**config.mk**
```make
export PLATFORM = sky130hd
export DESIGN_NAME = step_dir_pulse_generator_core_flat
export DESIGN_NICKNAME = d
export VERILOG_FILES = /design/src/rtl/sdp_pkg.sv /design/src/rtl/sdp_in_if.sv /design/src/rtl/sdp_out_if.sv /design/src/rtl/step_dir_pulse_generator_core.sv /design/src/flat_wrapper.sv
export SDC_FILE = /design/constraint.sdc
export NUM_CORES = 1
export LEC_CHECK = 0
export BUFFER_PORTS_ARGS = -buffer_cell sky130_fd_sc_hd__buf_2
export CORE_ASPECT_RATIO = 1.4
export CORE_MARGIN = 2
export CORE_UTILIZATION = 56
export DETAILED_ROUTE_END_ITERATION = 6
export GPL_TIMING_DRIVEN = 0
export PLACE_DENSITY = 0.75
export SETUP_SLACK_MARGIN = 0.1
export SLEW_MARGIN = 10
export SYNTH_ARGS = -nofsm -noshare
export SYNTH_HDL_FRONTEND = slang
export SYNTH_SLANG_ARGS = --single-unit
export TNS_END_PERCENT = 5
```
**constraint.sdc**
```tcl
create_clock -name i_clk -period 4.7 [get_ports i_clk]
set_input_delay 0.235 -clock i_clk [delete_from_list [all_inputs] [get_ports i_clk]]
set_output_delay 0.235 -clock i_clk [all_outputs]
set_load 0.005 [all_outputs]
```
**src/rtl/sdp_pkg.sv**
```systemverilog
package sdp_pkg;

    localparam int AXIS_COUNT  = 3;
    localparam int COUNT_WIDTH = 32;
    localparam int TIME_WIDTH  = 16;
    localparam int AXIS_W      = 2;
    localparam int STEP_CNT_W  = 32;
    localparam int MAG_W       = STEP_CNT_W + 1;
    localparam int CFG_IDX_W   = 2;
    localparam int CFG_DATA_W  = 16;

    typedef enum logic [CFG_IDX_W-1:0] {
        CFG_DIR_SETUP  = 2'd0,
        CFG_PULSE_HIGH = 2'd1,
        CFG_CCW_POS    = 2'd2,
        CFG_CCW_LEVEL  = 2'd3
    } t_cfg_idx;

    typedef enum logic {
        OP_TICK = 1'b0,
        OP_MOVE = 1'b1
    } t_opcode;

    typedef enum logic [2:0] {
        PH_IDLE  = 3'b001,
        PH_SETUP = 3'b010,
        PH_HIGH  = 3'b100
    } t_phase;

    typedef struct packed {
        logic step_x;
        logic step_y;
        logic step_z;
        logic dir_x;
        logic dir_y;
        logic dir_z;
        logic busy_res;
        logic accepted;
    } t_result;

endpackage

```
**src/rtl/sdp_in_if.sv**
```systemverilog
interface sdp_in_if;
    logic        valid;
    logic        ready;
    logic        opcode;
    logic [1:0]  axis;
    logic signed [31:0] step_count;

    modport source (output valid, output opcode, output axis, output step_count, input ready);
    modport sink   (input valid, input opcode, input axis, input step_count, output ready);
endinterface

```
**src/rtl/sdp_out_if.sv**
```systemverilog
interface sdp_out_if;
    logic valid;
    logic ready;
    logic step_x;
    logic step_y;
    logic step_z;
    logic dir_x;
    logic dir_y;
    logic dir_z;
    logic busy_res;
    logic accepted;

    modport source (
        output valid, output step_x, output step_y, output step_z,
        output dir_x, output dir_y, output dir_z, output busy_res, output accepted,
        input ready
    );
    modport sink (
        input valid, input step_x, input step_y, input step_z,
        input dir_x, input dir_y, input dir_z, input busy_res, input accepted,
        output ready
    );
endinterface

```
**src/rtl/step_dir_pulse_generator_core.sv**
```systemverilog
// The result of an accepted item is held in the output register from the cycle after it is taken.
// Throughput: one item per cycle; the next item is taken while a result waits,
// as long as the output register is empty or being drained in the same cycle.
// Reset (i_rst_n low, synchronous): axes idle, step and direction lines low,
// tick lengths 5, ccw_positive 0, ccw_level 1, output register empty.
module step_dir_pulse_generator_core
    import sdp_pkg::*;
(
    input  logic                  i_clk,
    input  logic                  i_rst_n,
    input  logic                  i_cfg_we,
    input  logic [CFG_IDX_W-1:0]  i_cfg_idx,
    input  logic [CFG_DATA_W-1:0] i_cfg_data,
    sdp_in_if.sink                i_cmd,
    sdp_out_if.source             o_res
);

    localparam logic [MAG_W-1:0] CMAX_MAG = MAG_W'((65'(1) << COUNT_WIDTH) - 65'(1));

    logic [TIME_WIDTH-1:0]  r_dir_setup;
    logic [TIME_WIDTH-1:0]  r_pulse_high;
    logic                   r_ccw_pos;
    logic                   r_ccw_level;

    t_phase                 r_phase, n_phase;
    logic [TIME_WIDTH-1:0]  r_tick, n_tick;
    logic [COUNT_WIDTH-1:0] r_steps, n_steps;
    logic [AXIS_W-1:0]      r_axis, n_axis;
    logic [AXIS_COUNT-1:0]  r_dir, n_dir;
    logic [AXIS_COUNT-1:0]  r_step, n_step;

    t_result                r_res, n_res;
    logic                   r_out_valid;

    logic                   acc;
    logic                   move_ok;
    logic [TIME_WIDTH-1:0]  lim_setup;
    logic [TIME_WIDTH-1:0]  lim_high;
    logic [TIME_WIDTH:0]    tick_inc;
    logic [COUNT_WIDTH-1:0] steps_dec;
    logic [AXIS_COUNT-1:0]  cur_bit;
    logic [AXIS_COUNT-1:0]  new_bit;
    logic                   neg;
    logic [MAG_W-1:0]       mag_full;
    logic [MAG_W-1:0]       mag_sat;
    logic                   ccw;
    logic                   level;

    assign acc         = i_cmd.valid && i_cmd.ready;
    assign i_cmd.ready = !r_out_valid || o_res.ready;

    // A zero length acts as one tick.
    assign lim_setup = (r_dir_setup == '0) ? TIME_WIDTH'(1) : r_dir_setup;
    assign lim_high  = (r_pulse_high == '0) ? TIME_WIDTH'(1) : r_pulse_high;
    assign tick_inc  = {1'b0, r_tick} + (TIME_WIDTH+1)'(1);
    assign steps_dec = (r_steps != '0) ? r_steps - COUNT_WIDTH'(1) : r_steps;
    assign cur_bit   = AXIS_COUNT'(1) << r_axis;
    assign new_bit   = AXIS_COUNT'(1) << i_cmd.axis;

    assign neg      = i_cmd.step_count[STEP_CNT_W-1];
    assign mag_full = neg ? {1'b0, STEP_CNT_W'(~i_cmd.step_count + STEP_CNT_W'(1))}
                          : {1'b0, i_cmd.step_count};
    assign mag_sat  = (mag_full > CMAX_MAG) ? CMAX_MAG : mag_full;
    assign ccw      = neg ? !r_ccw_pos : r_ccw_pos;
    assign level    = ccw ? r_ccw_level : !r_ccw_level;
    assign move_ok  = (r_phase == PH_IDLE) && (32'(i_cmd.axis) < 32'(AXIS_COUNT));

    always_comb begin
        n_phase = r_phase;
        n_tick  = r_tick;
        n_steps = r_steps;
        n_axis  = r_axis;
        n_dir   = r_dir;
        n_step  = r_step;
        n_res   = '0;
        if (i_cmd.opcode == OP_TICK) begin
            unique case (r_phase)
                PH_SETUP: begin
                    if (tick_inc >= {1'b0, lim_setup}) begin
                        n_tick  = '0;
                        n_step  = r_step | cur_bit;
                        n_phase = PH_HIGH;
                    end else begin
                        n_tick = tick_inc[TIME_WIDTH-1:0];
                    end
                end
                PH_HIGH: begin
                    if (tick_inc >= {1'b0, lim_high}) begin
                        n_tick  = '0;
                        n_step  = r_step & ~cur_bit;
                        n_steps = steps_dec;
                        n_phase = (steps_dec == '0) ? PH_IDLE : PH_SETUP;
                    end else begin
                        n_tick = tick_inc[TIME_WIDTH-1:0];
                    end
                end
                default: begin
                end
            endcase
        end else if (move_ok) begin
            n_res.accepted = 1'b1;
            // A zero count is taken but leaves everything as it is.
            if (mag_full != '0) begin
                n_dir   = level ? (r_dir | new_bit) : (r_dir & ~new_bit);
                n_axis  = i_cmd.axis;
                n_steps = COUNT_WIDTH'(mag_sat);
                n_tick  = '0;
                n_phase = PH_SETUP;
            end
        end
        n_res.step_x   = n_step[0];
        n_res.step_y   = n_step[1];
        n_res.step_z   = n_step[2];
        n_res.dir_x    = n_dir[0];
        n_res.dir_y    = n_dir[1];
        n_res.dir_z    = n_dir[2];
        n_res.busy_res = (n_phase != PH_IDLE);
    end

    always_ff @(posedge i_clk) begin
        if (!i_rst_n) begin
            r_dir_setup  <= TIME_WIDTH'(5);
            r_pulse_high <= TIME_WIDTH'(5);
            r_ccw_pos    <= 1'b0;
            r_ccw_level  <= 1'b1;
        end else if (i_cfg_we) begin
            unique case (t_cfg_idx'(i_cfg_idx))
                CFG_DIR_SETUP:  r_dir_setup  <= TIME_WIDTH'(i_cfg_data);
                CFG_PULSE_HIGH: r_pulse_high <= TIME_WIDTH'(i_cfg_data);
                CFG_CCW_POS:    r_ccw_pos    <= i_cfg_data[0];
                CFG_CCW_LEVEL:  r_ccw_level  <= i_cfg_data[0];
                default: begin
                end
            endcase
        end
    end

    always_ff @(posedge i_clk) begin
        if (!i_rst_n) begin
            r_phase     <= PH_IDLE;
            r_tick      <= '0;
            r_steps     <= '0;
            r_axis      <= '0;
            r_dir       <= '0;
            r_step      <= '0;
            r_out_valid <= 1'b0;
        end else begin
            if (acc) begin
                r_phase <= n_phase;
                r_tick  <= n_tick;
                r_steps <= n_steps;
                r_axis  <= n_axis;
                r_dir   <= n_dir;
                r_step  <= n_step;
            end
            if (acc) begin
                r_out_valid <= 1'b1;
            end else if (o_res.ready) begin
                r_out_valid <= 1'b0;
            end
        end
    end

    always_ff @(posedge i_clk) begin
        if (acc) begin
            r_res <= n_res;
        end
    end

    assign o_res.valid    = r_out_valid;
    assign o_res.step_x   = r_res.step_x;
    assign o_res.step_y   = r_res.step_y;
    assign o_res.step_z   = r_res.step_z;
    assign o_res.dir_x    = r_res.dir_x;
    assign o_res.dir_y    = r_res.dir_y;
    assign o_res.dir_z    = r_res.dir_z;
    assign o_res.busy_res = r_res.busy_res;
    assign o_res.accepted = r_res.accepted;

    a_busy_matches_phase: assert property (@(posedge i_clk) disable iff (!i_rst_n)
        acc |=> (r_res.busy_res == (r_phase != PH_IDLE)))
        else $error("busy flag disagrees with phase");

    a_one_step_line: assert property (@(posedge i_clk) disable iff (!i_rst_n)
        $countones(r_step) <= 1)
        else $error("more than one step line high");

    a_step_only_high_phase: assert property (@(posedge i_clk) disable iff (!i_rst_n)
        (r_step != '0) |-> (r_phase == PH_HIGH))
        else $error("step line high outside high phase");

    a_tick_not_accepted: assert property (@(posedge i_clk) disable iff (!i_rst_n)
        (acc && (i_cmd.opcode == OP_TICK)) |=> !r_res.accepted)
        else $error("tick item flagged as accepted move");

endmodule

```
**src/flat_wrapper.sv**
```systemverilog
// flat-port wrapper written by rule: the top's interface ports become plain ports
module step_dir_pulse_generator_core_flat import sdp_pkg::*;
  (i_clk, i_rst_n, i_cfg_we, i_cfg_idx, i_cfg_data, i_cmd_valid, i_cmd_opcode, i_cmd_axis, i_cmd_step_count, i_cmd_ready, o_res_valid, o_res_step_x, o_res_step_y, o_res_step_z, o_res_dir_x, o_res_dir_y, o_res_dir_z, o_res_busy_res, o_res_accepted, o_res_ready);
  sdp_in_if i_cmd_i ();
  sdp_out_if o_res_i ();
  input  logic i_clk;
  input  logic i_rst_n;
  input  logic i_cfg_we;
  input  logic [CFG_IDX_W-1:0] i_cfg_idx;
  input  logic [CFG_DATA_W-1:0] i_cfg_data;
  input wire logic [$bits(i_cmd_i.valid)-1:0] i_cmd_valid;
  input wire logic [$bits(i_cmd_i.opcode)-1:0] i_cmd_opcode;
  input wire logic [$bits(i_cmd_i.axis)-1:0] i_cmd_axis;
  input wire logic [$bits(i_cmd_i.step_count)-1:0] i_cmd_step_count;
  output wire logic [$bits(i_cmd_i.ready)-1:0] i_cmd_ready;
  output wire logic [$bits(o_res_i.valid)-1:0] o_res_valid;
  output wire logic [$bits(o_res_i.step_x)-1:0] o_res_step_x;
  output wire logic [$bits(o_res_i.step_y)-1:0] o_res_step_y;
  output wire logic [$bits(o_res_i.step_z)-1:0] o_res_step_z;
  output wire logic [$bits(o_res_i.dir_x)-1:0] o_res_dir_x;
  output wire logic [$bits(o_res_i.dir_y)-1:0] o_res_dir_y;
  output wire logic [$bits(o_res_i.dir_z)-1:0] o_res_dir_z;
  output wire logic [$bits(o_res_i.busy_res)-1:0] o_res_busy_res;
  output wire logic [$bits(o_res_i.accepted)-1:0] o_res_accepted;
  input wire logic [$bits(o_res_i.ready)-1:0] o_res_ready;
  assign i_cmd_i.valid = i_cmd_valid;
  assign i_cmd_i.opcode = i_cmd_opcode;
  assign i_cmd_i.axis = i_cmd_axis;
  assign i_cmd_i.step_count = i_cmd_step_count;
  assign i_cmd_ready = i_cmd_i.ready;
  assign o_res_valid = o_res_i.valid;
  assign o_res_step_x = o_res_i.step_x;
  assign o_res_step_y = o_res_i.step_y;
  assign o_res_step_z = o_res_i.step_z;
  assign o_res_dir_x = o_res_i.dir_x;
  assign o_res_dir_y = o_res_i.dir_y;
  assign o_res_dir_z = o_res_i.dir_z;
  assign o_res_busy_res = o_res_i.busy_res;
  assign o_res_accepted = o_res_i.accepted;
  assign o_res_i.ready = o_res_ready;
  step_dir_pulse_generator_core u_core (.i_clk(i_clk), .i_rst_n(i_rst_n), .i_cfg_we(i_cfg_we), .i_cfg_idx(i_cfg_idx), .i_cfg_data(i_cfg_data), .i_cmd(i_cmd_i), .o_res(o_res_i));
endmodule
```
==> metrics.cfg, run 1 <==
[run_status]
run_status = finished clean

[floorplan]
ios = 68
dieArea_mm2 = 0.0152
die_h_um = 145
die_w_um = 105
coreArea_mm2 = 0.0139
rows = 51
start_util_pct = 57.4

[placement]
dp_slack_ns = -0.152
port-buffer-count = 57
hpwl_um = 20700
globalplace.congestion = 1.01
dp.cells = 1326

[final_layout]
drive_above_1_share_pct = 12.3
nets = 1250
n_fill_cell = 1389
syn2layout_area_growth_pct = 10.9
stdcell_count = 1346
mostFrequentLayoutCell = nand2_1
most-common-layout-cells = nand2_1 (152), dfxtp_1 (94), a21oi_1 (85), nor2_1 (67), buf_2 (63)
diodes = 0

[hold_path]
min_path_type = in -> reg

[route]
wl_per_cell_um = 20.0
vias_per_cell = 6.44
drt_iter0_drc = 768
first_pass_iters = 6
post-route-drc-count = 0
totalWireLength_um = 26900
dr_total_vias = 8664
ant_nets = 0

[synth]
synth_fp_nets = 1178
synth_compound_area_share_pct = 25.5
synth.avg_cell_area_um2 = 7.36
muxShareOfSynthArea_pct = 2.84
synth-edff-count = 8
synth_seq_cells = 102
synth_adder_area_share_pct = 5.65
ys.flop_type = dfxtp_1
synth.distinct_cells = 77
yosys.area_share.simple_pct = 28.8
syn_inst = 1084
synth_top_family_by_area = simple AND/OR/NAND/NOR gates
synthArstFlopShare_pct = 0
yosys_warnings = 0
synth_seq_area_share_pct = 26.6
syn-cell-area_mm2 = 0.00798
synth-xor-area-share_pct = 4.39

[timing]
finalSetupViolCount = 0
hold_violations = 0
fin_crit_sh_pct = 92.7
skew_ns = 0.00903
worst_slack_ns = 0.342
hold_slack_ns = 0.123
relSlewSlack_pct = 10.8
drv_slew = 0
rsz0062_at_grt = true
finalCriticalPeriod_ns = 4.36
max_freq_mhz = 229
tightestPinTransition_ns = 1.30

[cts]
cts.clk_slew.worst_paths_ns = 0.08
cts_hold_buf = 0
clk_path_buf_depth = 2
cts_tree = built
cts_buffers = 9
cts_max_level = 3
cts_sinks = 102
root_buffer = clkbuf_16
clkLatencyLatePin_ns = 0.35

[setup_path]
start_kind = flop
path_cells = and3_1 -> and3_1 -> and3_1 -> and3_1 -> nand2_1 -> or2_2 -> or2_2 -> nand2_1 -> ha_1 -> a211oi_1 -> o21ai_0 -> a21oi_1 -> o21ai_0 -> o21ai_2 -> a21oi_4 -> clkbuf_1 -> o21ai_0 -> o21ai_2 -> a21oi_2
path_class = reg -> reg
path_buf_inv = 1
critPathTopFamily = simple AND/OR/NAND/NOR gates
required_ns = 4.91
crit_fanout = 10
path_common_cell = and3_1
critPathMaxStageDelay_ns = 0.44
critPathCaptureType = flop
crit_path_top_delay_cell = dfxtp_1
arrival_ns = 4.57

[grt]
track_usage_pct = 34.8
grt_start_max_net_pins = 20
antenna_found_initial = 0
grt_pass1_vias = 8345
grt_pass1_wl_um = 42200
globalRouteOverflowTotal = 0

[job]
maxCapViolCount = 0

[pwr]
power.leakage_nw = 3.42
ir_drop_mv = 0.169
power.density_mw_per_mm2 = 285

final cells by class:
cell class	instances	area, um^2	share of cell area, %
inverter	50	188	2.12
sequential	102	2120	24.0
buffer	65	309	3.49
clock inverter	6	53.8	0.608
clock buffer	10	229	2.59
tap	185	231	2.62
timing repair buffer	61	315	3.56
multi-input combinational	867	5400	61.0
what timing repair did:
| action | CTS | global route |
|---|---|---|
| cloned | 0 | 0 |
| setup endpoints to repair | 32 | 45 |
| pin swaps | 0 | 1 |
| gates resized for setup | 2 | 7 |
| hold endpoints to repair | 0 | 0 |
| setup buffers | 0 | 4 |
power by group:
group | switching [W] | internal, W | total (W)
clock network | 0.000364 | 0.000371 | 0.000735
logic | 0.000557 | 0.000285 | 0.000842
registers | 0.0000370 | 0.000911 | 0.000948
total | 0.000958 | 0.00157 | 0.00252
worst register-to-register path, cell delays in order (launching register included):
cell	delay, ns
dfxtp_1	0.44
and3_1	0.20
and3_1	0.19
and3_1	0.21
and3_1	0.23
nand2_1	0.07
or2_2	0.30
or2_2	0.29
nand2_1	0.11
ha_1	0.19
a211oi_1	0.05
o21ai_0	0.09
a21oi_1	0.07
o21ai_0	0.41
o21ai_2	0.17
a21oi_4	0.29
clkbuf_1	0.43
o21ai_0	0.23
o21ai_2	0.17
a21oi_2	0.06
registers in the layout, summed over array words and instances, names as in the netlist, 2 cells and up:
name	count
u_core.r_phase	3
u_core.r_steps	32
u_core.r_axis	2
u_core.r_dir_setup	16
u_core.r_step	3
u_core.r_dir	3
u_core.r_pulse_high	16
u_core.r_tick	16
worst paths after layout:
path                                      start                               to  slack (ns)  cells after the start
setup / recovery  u_core.r_tick[2]$_SDFFE_PN0P_  u_core.r_steps[19]$_SDFFE_PN0P_        0.34                     19
hold / removal                      i_cmd_valid  u_core.o_res.valid$_SDFFE_PN0P_        0.12                      3
setup reg to reg  u_core.r_tick[2]$_SDFFE_PN0P_  u_core.r_steps[19]$_SDFFE_PN0P_        0.34                     19
hold reg to reg    u_core.r_dir[0]$_SDFFE_PN0P_     u_core.r_dir[0]$_SDFFE_PN0P_        0.46                      2
synthesized netlist by cell type (10+ instances only):
master      n  area share, %
nand3_1    57            3.6
or4_1      13            1.2
inv_1      50            2.4
a21oi_1    87            5.5
xnor2_1    15            1.6
clkbuf_1   41            1.9
a211oi_1   18            1.7
o21ai_1    10           0.63
dfxtp_1    94             24
nor2_1     67            3.2
mux2i_1    17            2.1
nand4_1    20            1.6
a21o_1     14            1.3
a21oi_2    10            1.1
or3_1      18            1.4
nor3_1     43            2.7
o21ai_0    58            3.6
nand2_1   152            7.2
o211ai_1   15            1.4
o21ai_2    10            1.1
ha_1       36            5.6
nand2b_1   16            1.3
buf_1      10           0.47
o31ai_1    22            2.1
xor2_1     25            2.7
a31oi_1    11           0.86
and3_1     13            1.0
nor4_1     20            1.6
logic make-up (layout without fill, tap and decap cells):
family | after synthesis | in the layout
xor+xnor | 40 | 40
fa+ha+maj | 36 | 36
flops | 102 | 102
compound gates | 309 | 309
buf+inv | 115 | 192
mux | 22 | 22
simple gates | 460 | 460
per-layer routing:
metal  GRT usage, %  wire, um  up-vias  share of wire (%)
met1           36.0      9480     4008                 35
met4           23.1      2020        0                7.5
met5              0         0        -                  0
li1               -         -     4126                  -
met3           4.13      1300      121                4.8
met2           64.7     14100      409                 52
through the flow:
stage                     utilization (%)  area [um^2]  setup TNS, ns  power [W]
final                                63.6         8850              0    0.00252
after global routing                 63.6         8850              0    0.00264
after CTS                            63.2         8790              0    0.00249
after detailed placement             61.1         8500          -1.29    0.00177
after global placement               61.1         8500          -1.25    0.00177
after floorplan                         -         7980              0    0.00152
(Power assumes the default switching activity.)
==> run 2: changes to the inputs <==
--- a/config.mk
+++ b/config.mk
@@ -7,11 +7,10 @@
 export LEC_CHECK = 0
 export BUFFER_PORTS_ARGS = -buffer_cell sky130_fd_sc_hd__buf_2
 export CORE_ASPECT_RATIO = 1.4
-export CORE_MARGIN = 2
-export CORE_UTILIZATION = 56
+export CORE_UTILIZATION = 45
 export DETAILED_ROUTE_END_ITERATION = 6
 export GPL_TIMING_DRIVEN = 0
-export PLACE_DENSITY = 0.75
+export PLACE_DENSITY = 0.62
 export SETUP_SLACK_MARGIN = 0.1
 export SLEW_MARGIN = 10
 export SYNTH_ARGS = -nofsm -noshare
==> run 2 against run 1 <==
Clock-buffer cell count is the same. Critical path depth shrank 9. Critical endpoint is now u_core.o_res.busy_res$_DFFE_PP_. Sequential power is essentially flat. Setup slack lost 0.068 ns. Non-clock buffer count shrank 4. Highest routed layer unchanged. Maximum frequency shrank 1.5%. Sequential share of layout area shrank 0.20 points. Combinational power grew 1%. Worst hold slack lost 0.0064 ns.
==> metrics.cfg, run 2 (synthesis results as in run 1) <==
[floorplan]
rows = 57  ; was 51
die_w_um = 115  ; was 105 um
die_h_um = 160  ; was 145 um
start_util_pct = 46.0  ; was 57.4%
dieArea_mm2 = 0.0183  ; was 0.0152 mm^2
coreArea_mm2 = 0.0173  ; was 0.0139 mm^2
ios = 68  ; unchanged

[timing]
relSlewSlack_pct = 14.8  ; was 10.8%
skew_ns = 0.0117  ; was 0.00903 ns
worst_slack_ns = 0.275  ; was 0.342 ns
tightestPinTransition_ns = 1.25  ; was 1.30 ns
fin_crit_sh_pct = 94.2  ; was 92.7%
setup_tns_ns = 0  ; unchanged
finalCriticalPeriod_ns = 4.43  ; was 4.36 ns
rsz0062_at_grt = true  ; unchanged
finalSetupViolCount = 0  ; unchanged
max_freq_mhz = 226  ; was 229 MHz
drv_slew = 0  ; unchanged
hold_violations = 0  ; unchanged

[route]
vias_per_cell = 6.17  ; was 6.44
dr_wl_met2_um = 14300  ; was 14,100 um
first_pass_iters = 5  ; was 6
wl_per_cell_um = 20.0  ; about the same
wl_met1_um = 10100  ; was 9480 um
routed.top_layer = met4  ; unchanged
ant_nets = 0  ; unchanged
totalWireLength_um = 27900  ; was 26,900 um
dr_total_vias = 8593  ; was 8,664
drt_iter0_drc = 561  ; was 768
met3_length_um = 1430  ; was 1300 um
post-route-drc-count = 0  ; unchanged

[final_layout]
drive_above_1_share_pct = 12.0  ; was 12.3%
mostFrequentLayoutCell = nand2_1  ; unchanged
regMostFlops = u_core.r_steps  ; unchanged
diodes = 0  ; unchanged
largest_register_ffs = 32  ; unchanged
most-common-layout-cells = nand2_1 (152), dfxtp_1 (94), a21oi_1 (85), nor2_1 (67), buf_2 (64)  ; was nand2_1 (152), dfxtp_1 (94), a21oi_1 (85), nor2_1 (67), buf_2 (63)
syn2layout_area_growth_pct = 11.9  ; was 10.9%
utilization_pct = 51.5  ; was 63.6%
n_fill_cell = 1830  ; was 1,389
nets = 1246  ; was 1,250

[cts]
clk_path_buf_depth = 2  ; unchanged
cts_setup_buffers = 0  ; unchanged
cts_max_level = 3  ; unchanged
cts_buffers = 9  ; unchanged
cts.clk_slew.worst_paths_ns = 0.08  ; about the same
clkLatencyLatePin_ns = 0.36  ; was 0.35 ns
cts_sinks = 102  ; unchanged
root_buffer = clkbuf_16  ; unchanged
cts_tree = built  ; unchanged

[run_status]
run_status = finished clean  ; unchanged

[placement]
port-buffer-count = 57  ; unchanged
globalplace.congestion = 1.02  ; was 1.01
hpwl_um = 21500  ; was 20,700 um
dp_slack_ns = -0.178  ; was -0.152 ns

[pwr]
ir_drop_mv = 0.217  ; was 0.169 mV
power.leakage_nw = 3.43  ; was 3.42 nW
finalPower_w = 0.00264  ; was 0.00252 W
power.density_mw_per_mm2 = 296  ; was 285 mW/mm^2

[setup_path]
arrival_ns = 4.51  ; was 4.57 ns
path_class = reg -> reg  ; unchanged
timing.rr.end = u_core.o_res.busy_res$_DFFE_PP_  ; was u_core.r_steps[19]$_SDFFE_PN0P_
critPathCaptureType = flop  ; unchanged
r2r_cells = 10  ; was 19
start_kind = flop  ; unchanged
endpoint = u_core.o_res.busy_res$_DFFE_PP_  ; was u_core.r_steps[19]$_SDFFE_PN0P_
required_ns = 4.79  ; was 4.91 ns
crit_fanout = 10  ; unchanged
r2r_slack_ns = 0.27  ; was 0.34 ns
critPathLaunch = u_core.r_steps[15]$_SDFFE_PN0P_  ; was u_core.r_tick[2]$_SDFFE_PN0P_
r2r_start = u_core.r_steps[15]$_SDFFE_PN0P_  ; was u_core.r_tick[2]$_SDFFE_PN0P_

[grt]
antenna_found_initial = 0  ; unchanged
globalRouteOverflowTotal = 0  ; unchanged
grt_pass1_vias = 8207  ; was 8,345
grt_pass1_wl_um = 43200  ; was 42,200 um
grt_start_max_net_pins = 19  ; was 20
track_usage_pct = 30.8  ; was 34.8%

[job]
maxCapViolCount = 0  ; unchanged

[hold_path]
min_path_type = in -> reg  ; unchanged

==> run 2: area by class of cell <==
type / instances / area [um^2] / area share, %
Timing Repair Buffer: 57 / 285 / 3.20
Clock buffer: 10 / 250 / 2.80
Inverter: 50 / 188 / 2.10
Buffer: 65 / 308 / 3.45
Multi-Input combinational cell: 867 / 5400 / 60.5
Clock inverter: 6 / 75.1 / 0.841
Tap cell: 236 / 295 / 3.31
Sequential cell: 102 / 2120 / 23.8
==> run 2: report_power, final <==
| part | internal, W | switching (W) | leakage (nW) |
|---|---|---|---|
| registers | 0.000910 | 0.0000360 | 0.843 |
| clock network | 0.000454 | 0.000388 | 0.156 |
| logic | 0.000285 | 0.000568 | 2.43 |
| total | 0.00165 | 0.000992 | 3.43 |
==> run 2: through the flow <==
stage / hold WS, ns / instance area [um^2] / cells
finish: 0.116 / 8920 / 1393
global route: 0.124 / 8920 / 1393
CTS: 0.118 / 8890 / 1393
detailed placement: 0.454 / 8560 / 1377
global placement: 0.442 / 8560 / 1377
floorplan: 0.359 / 7980 / 1084
==> run 2: routing by layer <==
metal	vias up	track usage [%]
met5	-	0
met4	0	21.3
met1	3994	31.4
met2	368	56.9
li1	4113	-
met3	118	4.04
==> run 2: worst max-delay path: stages, from the launching register on <==
cell	delay, ns
dfxtp_1	0.39
or4_1	0.54
clkbuf_1	0.22
nor4_1	0.83
nand3_1	0.47
a31oi_1	0.37
nand3_1	0.20
a2111oi_2	0.49
a31oi_1	0.18
a211oi_1	0.32
o21ai_1	0.14
==> run 2: what timing repair did <==
item                                    in CTS  in global routing
gates resized for setup                      2                  8
endpoints found under the setup margin      28                 39
hold buffers                                 0                  0
==> run 2: worst min-delay path by stage <==
stage / start / endpoint / cells after the start
floorplan: i_cfg_data[0] / u_core.r_pulse_high[0]$_SDFFE_PN1P_ / 2
global placement: u_core.r_dir[1]$_SDFFE_PN0P_ / u_core.r_dir[1]$_SDFFE_PN0P_ / 2
detailed placement: u_core.r_dir[1]$_SDFFE_PN0P_ / u_core.r_dir[1]$_SDFFE_PN0P_ / 2
CTS: i_cfg_data[11] / u_core.r_pulse_high[11]$_SDFFE_PN0P_ / 3
global route: i_cfg_data[6] / u_core.r_pulse_high[6]$_SDFFE_PN0P_ / 3
finish: i_cfg_data[11] / u_core.r_pulse_high[11]$_SDFFE_PN0P_ / 3
==> run 3: changes to the inputs <==
--- a/config.mk
+++ b/config.mk
@@ -5,15 +5,14 @@
 export SDC_FILE = /design/constraint.sdc
 export NUM_CORES = 1
 export LEC_CHECK = 0
-export BUFFER_PORTS_ARGS = -buffer_cell sky130_fd_sc_hd__buf_2
 export CORE_ASPECT_RATIO = 1.4
 export CORE_UTILIZATION = 45
 export DETAILED_ROUTE_END_ITERATION = 6
+export DONT_BUFFER_PORTS = 1
 export GPL_TIMING_DRIVEN = 0
-export PLACE_DENSITY = 0.62
+export PLACE_DENSITY = 0.59
 export SETUP_SLACK_MARGIN = 0.1
 export SLEW_MARGIN = 10
 export SYNTH_ARGS = -nofsm -noshare
 export SYNTH_HDL_FRONTEND = slang
 export SYNTH_SLANG_ARGS = --single-unit
-export TNS_END_PERCENT = 5
==> run 3 against run 2 <==
Cell count is 3.9% lower. Non-clock buffer count shrank 54. Clock-buffer cell count grew 2. First-iteration DRC count increased by 17%. Critical path depth grew 2. Sequential power about the same. Clock skew rose by 0.0017 ns. Total power shrank 1.3%. Critical endpoint unchanged. Clock power increased by 1%. Highest routed layer unchanged.
==> metrics.cfg, run 3 (synthesis results as in run 1) <==
[setup_path]
start_kind = flop  ; unchanged
timing.rr.end = u_core.o_res.busy_res$_DFFE_PP_  ; unchanged
path_class = reg -> reg  ; unchanged
crit_path_top_delay_cell = or4b_2  ; was nor4_1
r2r_cells = 12  ; was 10
path_cells = clkbuf_1 -> inv_1 -> ha_1 -> or4b_2 -> nor4_2 -> nand3_1 -> a31oi_1 -> nand3_1 -> a2111oi_2 -> a41oi_1 -> a211oi_1 -> o21ai_1  ; was or4_1 -> clkbuf_1 -> nor4_1 -> nand3_1 -> a31oi_1 -> nand3_1 -> a2111oi_2 -> a31oi_1 -> a211oi_1 -> o21ai_1
arrival_ns = 4.47  ; was 4.51 ns
crit_fanout = 8  ; was 10
critPathMaxStageDelay_ns = 0.68  ; was 0.83 ns
required_ns = 4.80  ; was 4.79 ns
critPathTopFamily = simple AND/OR/NAND/NOR gates  ; unchanged
r2r_start = u_core.r_steps[0]$_SDFFE_PN0P_  ; was u_core.r_steps[15]$_SDFFE_PN0P_
path_buf_inv = 2  ; was 1
path_common_cell = nand3_1
critPathCaptureType = flop  ; unchanged
r2r_slack_ns = 0.32  ; was 0.27 ns

[pwr]
power.leakage_nw = 3.22  ; was 3.43 nW
p_sw_share_pct = 35.5  ; was 37.6%
finalPower_w = 0.00261  ; was 0.00264 W
cellInternalPower_w = 0.00168  ; was 0.00165 W
ir_drop_mv = 0.174  ; was 0.217 mV
power_frac_clock_pct = 32.6  ; was 31.9%
power_frac_comb_pct = 31.0  ; was 32.3%
p_sw_w = 0.000927  ; was 0.000992 W
seqPwrFrac_pct = 36.4  ; was 35.8%
power.density_mw_per_mm2 = 300  ; was 296 mW/mm^2

[floorplan]
dieArea_mm2 = 0.0183  ; unchanged
rows = 57  ; unchanged
ios = 68  ; unchanged
start_util_pct = 46.0  ; unchanged
die_h_um = 160  ; unchanged
coreArea_mm2 = 0.0173  ; unchanged
die_w_um = 115  ; unchanged

[final_layout]
most-common-layout-cells = nand2_1 (152), dfxtp_1 (94), a21oi_1 (85), nor2_1 (67)  ; was nand2_1 (152), dfxtp_1 (94), a21oi_1 (85), nor2_1 (67), buf_2 (64)
mostFrequentLayoutCell = nand2_1  ; unchanged
utilization_pct = 50.1  ; was 51.5%
regMostFlops = u_core.r_steps  ; unchanged
n_fill_cell = 1843  ; was 1,830
syn2layout_area_growth_pct = 8.84  ; was 11.9%
drive_above_1_share_pct = 7.98  ; was 12.0%
largest_register_ffs = 32  ; unchanged
design_area_mm2 = 0.00868  ; was 0.00892 mm^2
nets = 1192  ; was 1,246
diodes = 0  ; unchanged

[placement]
hpwl_um = 21600  ; was 21,500 um
place_area_mm2 = 0.00827  ; was 0.00856 mm^2
globalplace.congestion = 1.02  ; about the same
dp_slack_ns = -0.344  ; was -0.178 ns
port-buffer-count = 0  ; was 57

[route]
drt_iter0_drc = 658  ; was 561
totalWireLength_um = 27900  ; about the same
dr_total_vias = 8299  ; was 8,593
vias_per_cell = 6.20  ; was 6.17
ant_nets = 0  ; unchanged
wl_per_cell_um = 20.9  ; was 20.0 um
post-route-drc-count = 0  ; unchanged
first_pass_iters = 6  ; was 5

[timing]
relSlewSlack_pct = 33.1  ; was 14.8%
hold_slack_ns = 0.00913  ; was 0.116 ns
finalSetupViolCount = 0  ; unchanged
max_freq_mhz = 229  ; was 226 MHz
drv_slew = 0  ; unchanged
fin_crit_sh_pct = 93.1  ; was 94.2%
rsz0062_at_grt = false  ; was true
hold_violations = 0  ; unchanged
worst_slack_ns = 0.325  ; was 0.275 ns
skew_ns = 0.0134  ; was 0.0117 ns
finalCriticalPeriod_ns = 4.38  ; was 4.43 ns
tightestPinTransition_ns = 0.995  ; was 1.25 ns

[cts]
cts_max_level = 3  ; unchanged
cts_sinks = 102  ; unchanged
cts.clk_slew.worst_paths_ns = 0.08  ; about the same
clk_path_buf_depth = 2  ; unchanged
clkLatencyLatePin_ns = 0.35  ; was 0.36 ns
root_buffer = clkbuf_16  ; unchanged
cts_tree = built  ; unchanged
cts_buffers = 9  ; unchanged

[grt]
globalRouteOverflowTotal = 0  ; unchanged
grt_pass1_vias = 7908  ; was 8,207
grt_pass1_wl_um = 43000  ; was 43,200 um
antenna_found_initial = 0  ; unchanged
track_usage_pct = 30.6  ; was 30.8%
grt_start_max_net_pins = 18  ; was 19

[run_status]
run_status = finished clean  ; unchanged

[hold_path]
min_path_type = in -> reg  ; unchanged
whs_path_depth = 2  ; was 3
min_to = u_core.r_dir_setup[10]$_SDFFE_PN0P_  ; was u_core.r_pulse_high[11]$_SDFFE_PN0P_
hold_start = i_cfg_data[10]  ; was i_cfg_data[11]

[job]
maxCapViolCount = 0  ; unchanged

==> run 3: changes by cell type in the layout (fill, tap and decap cells not counted), sizes merged <==
| cell | delta |
|---|---|
| clkbuf | +2 |
| clkinv | -1 |
| bufinv | +1 |
| buf | -54 |
| inv | -1 |
| clkinvlp | -1 |
==> run 3: stage by stage <==
stage,TNS (ns),std cells
2_1_floorplan,0,1084
3_3_place_gp,-4.73,1320
3_5_place_dp,-3.92,1320
4_1_cts,0,1337
5_1_grt,0,1339
6_report,0,1339
==> run 3: worst max-delay path by stage <==
stage	start	end	slack (ns)	cells after the start
finish	u_core.r_steps[0]$_SDFFE_PN0P_	u_core.o_res.busy_res$_DFFE_PP_	0.32	12
global route	u_core.r_tick[2]$_SDFFE_PN0P_	u_core.r_steps[5]$_SDFFE_PN0P_	0.11	19
CTS	u_core.r_tick[2]$_SDFFE_PN0P_	u_core.r_steps[31]$_SDFFE_PN0P_	0.11	19
detailed placement	u_core.r_tick[2]$_SDFFE_PN0P_	u_core.r_steps[31]$_SDFFE_PN0P_	-0.34	19
global placement	u_core.r_tick[2]$_SDFFE_PN0P_	u_core.r_steps[31]$_SDFFE_PN0P_	-0.37	19
floorplan	u_core.r_tick[2]$_SDFFE_PN0P_	u_core.r_steps[12]$_SDFFE_PN0P_	0.93	18
==> run 3: layout make-up <==
cell class | instances | area [um^2] | share of cell area, %
buffer | 65 | 309 | 3.56
clock buffer | 12 | 256 | 2.95
multi-input combinational | 867 | 5410 | 62.3
timing repair buffer | 3 | 22.5 | 0.259
inverter | 50 | 188 | 2.16
tap | 236 | 295 | 3.40
clock inverter | 4 | 77.6 | 0.893
sequential | 102 | 2120 | 24.4
==> run 3: metal layers <==
layer	vias up	track usage [%]	wire [um]	share of wire (%)
met4	0	20.2	1750	6.2
met2	312	57.2	14700	53
met1	3870	31.4	10300	37
li1	4008	-	-	-
met5	-	0	0	0
met3	109	3.65	1190	4.3
==> run 3: power groups by stage <==
stage                     Clock (W)  Sequential [W]  Combinational [W]
after floorplan                   0        0.000955           0.000569
after global placement            0        0.000968           0.000780
after detailed placement          0        0.000968           0.000775
after CTS                  0.000862        0.000948           0.000782
after global routing       0.000892        0.000954           0.000875
final                      0.000851        0.000949           0.000808
==> run 3: timing repair <==
action / CTS / global route
setup buffers: 1 / 2
endpoints found under the setup margin: 33 / 35
gates resized for setup: 4 / 11
pin swaps: 1 / 1
hold buffers: 0 / 0
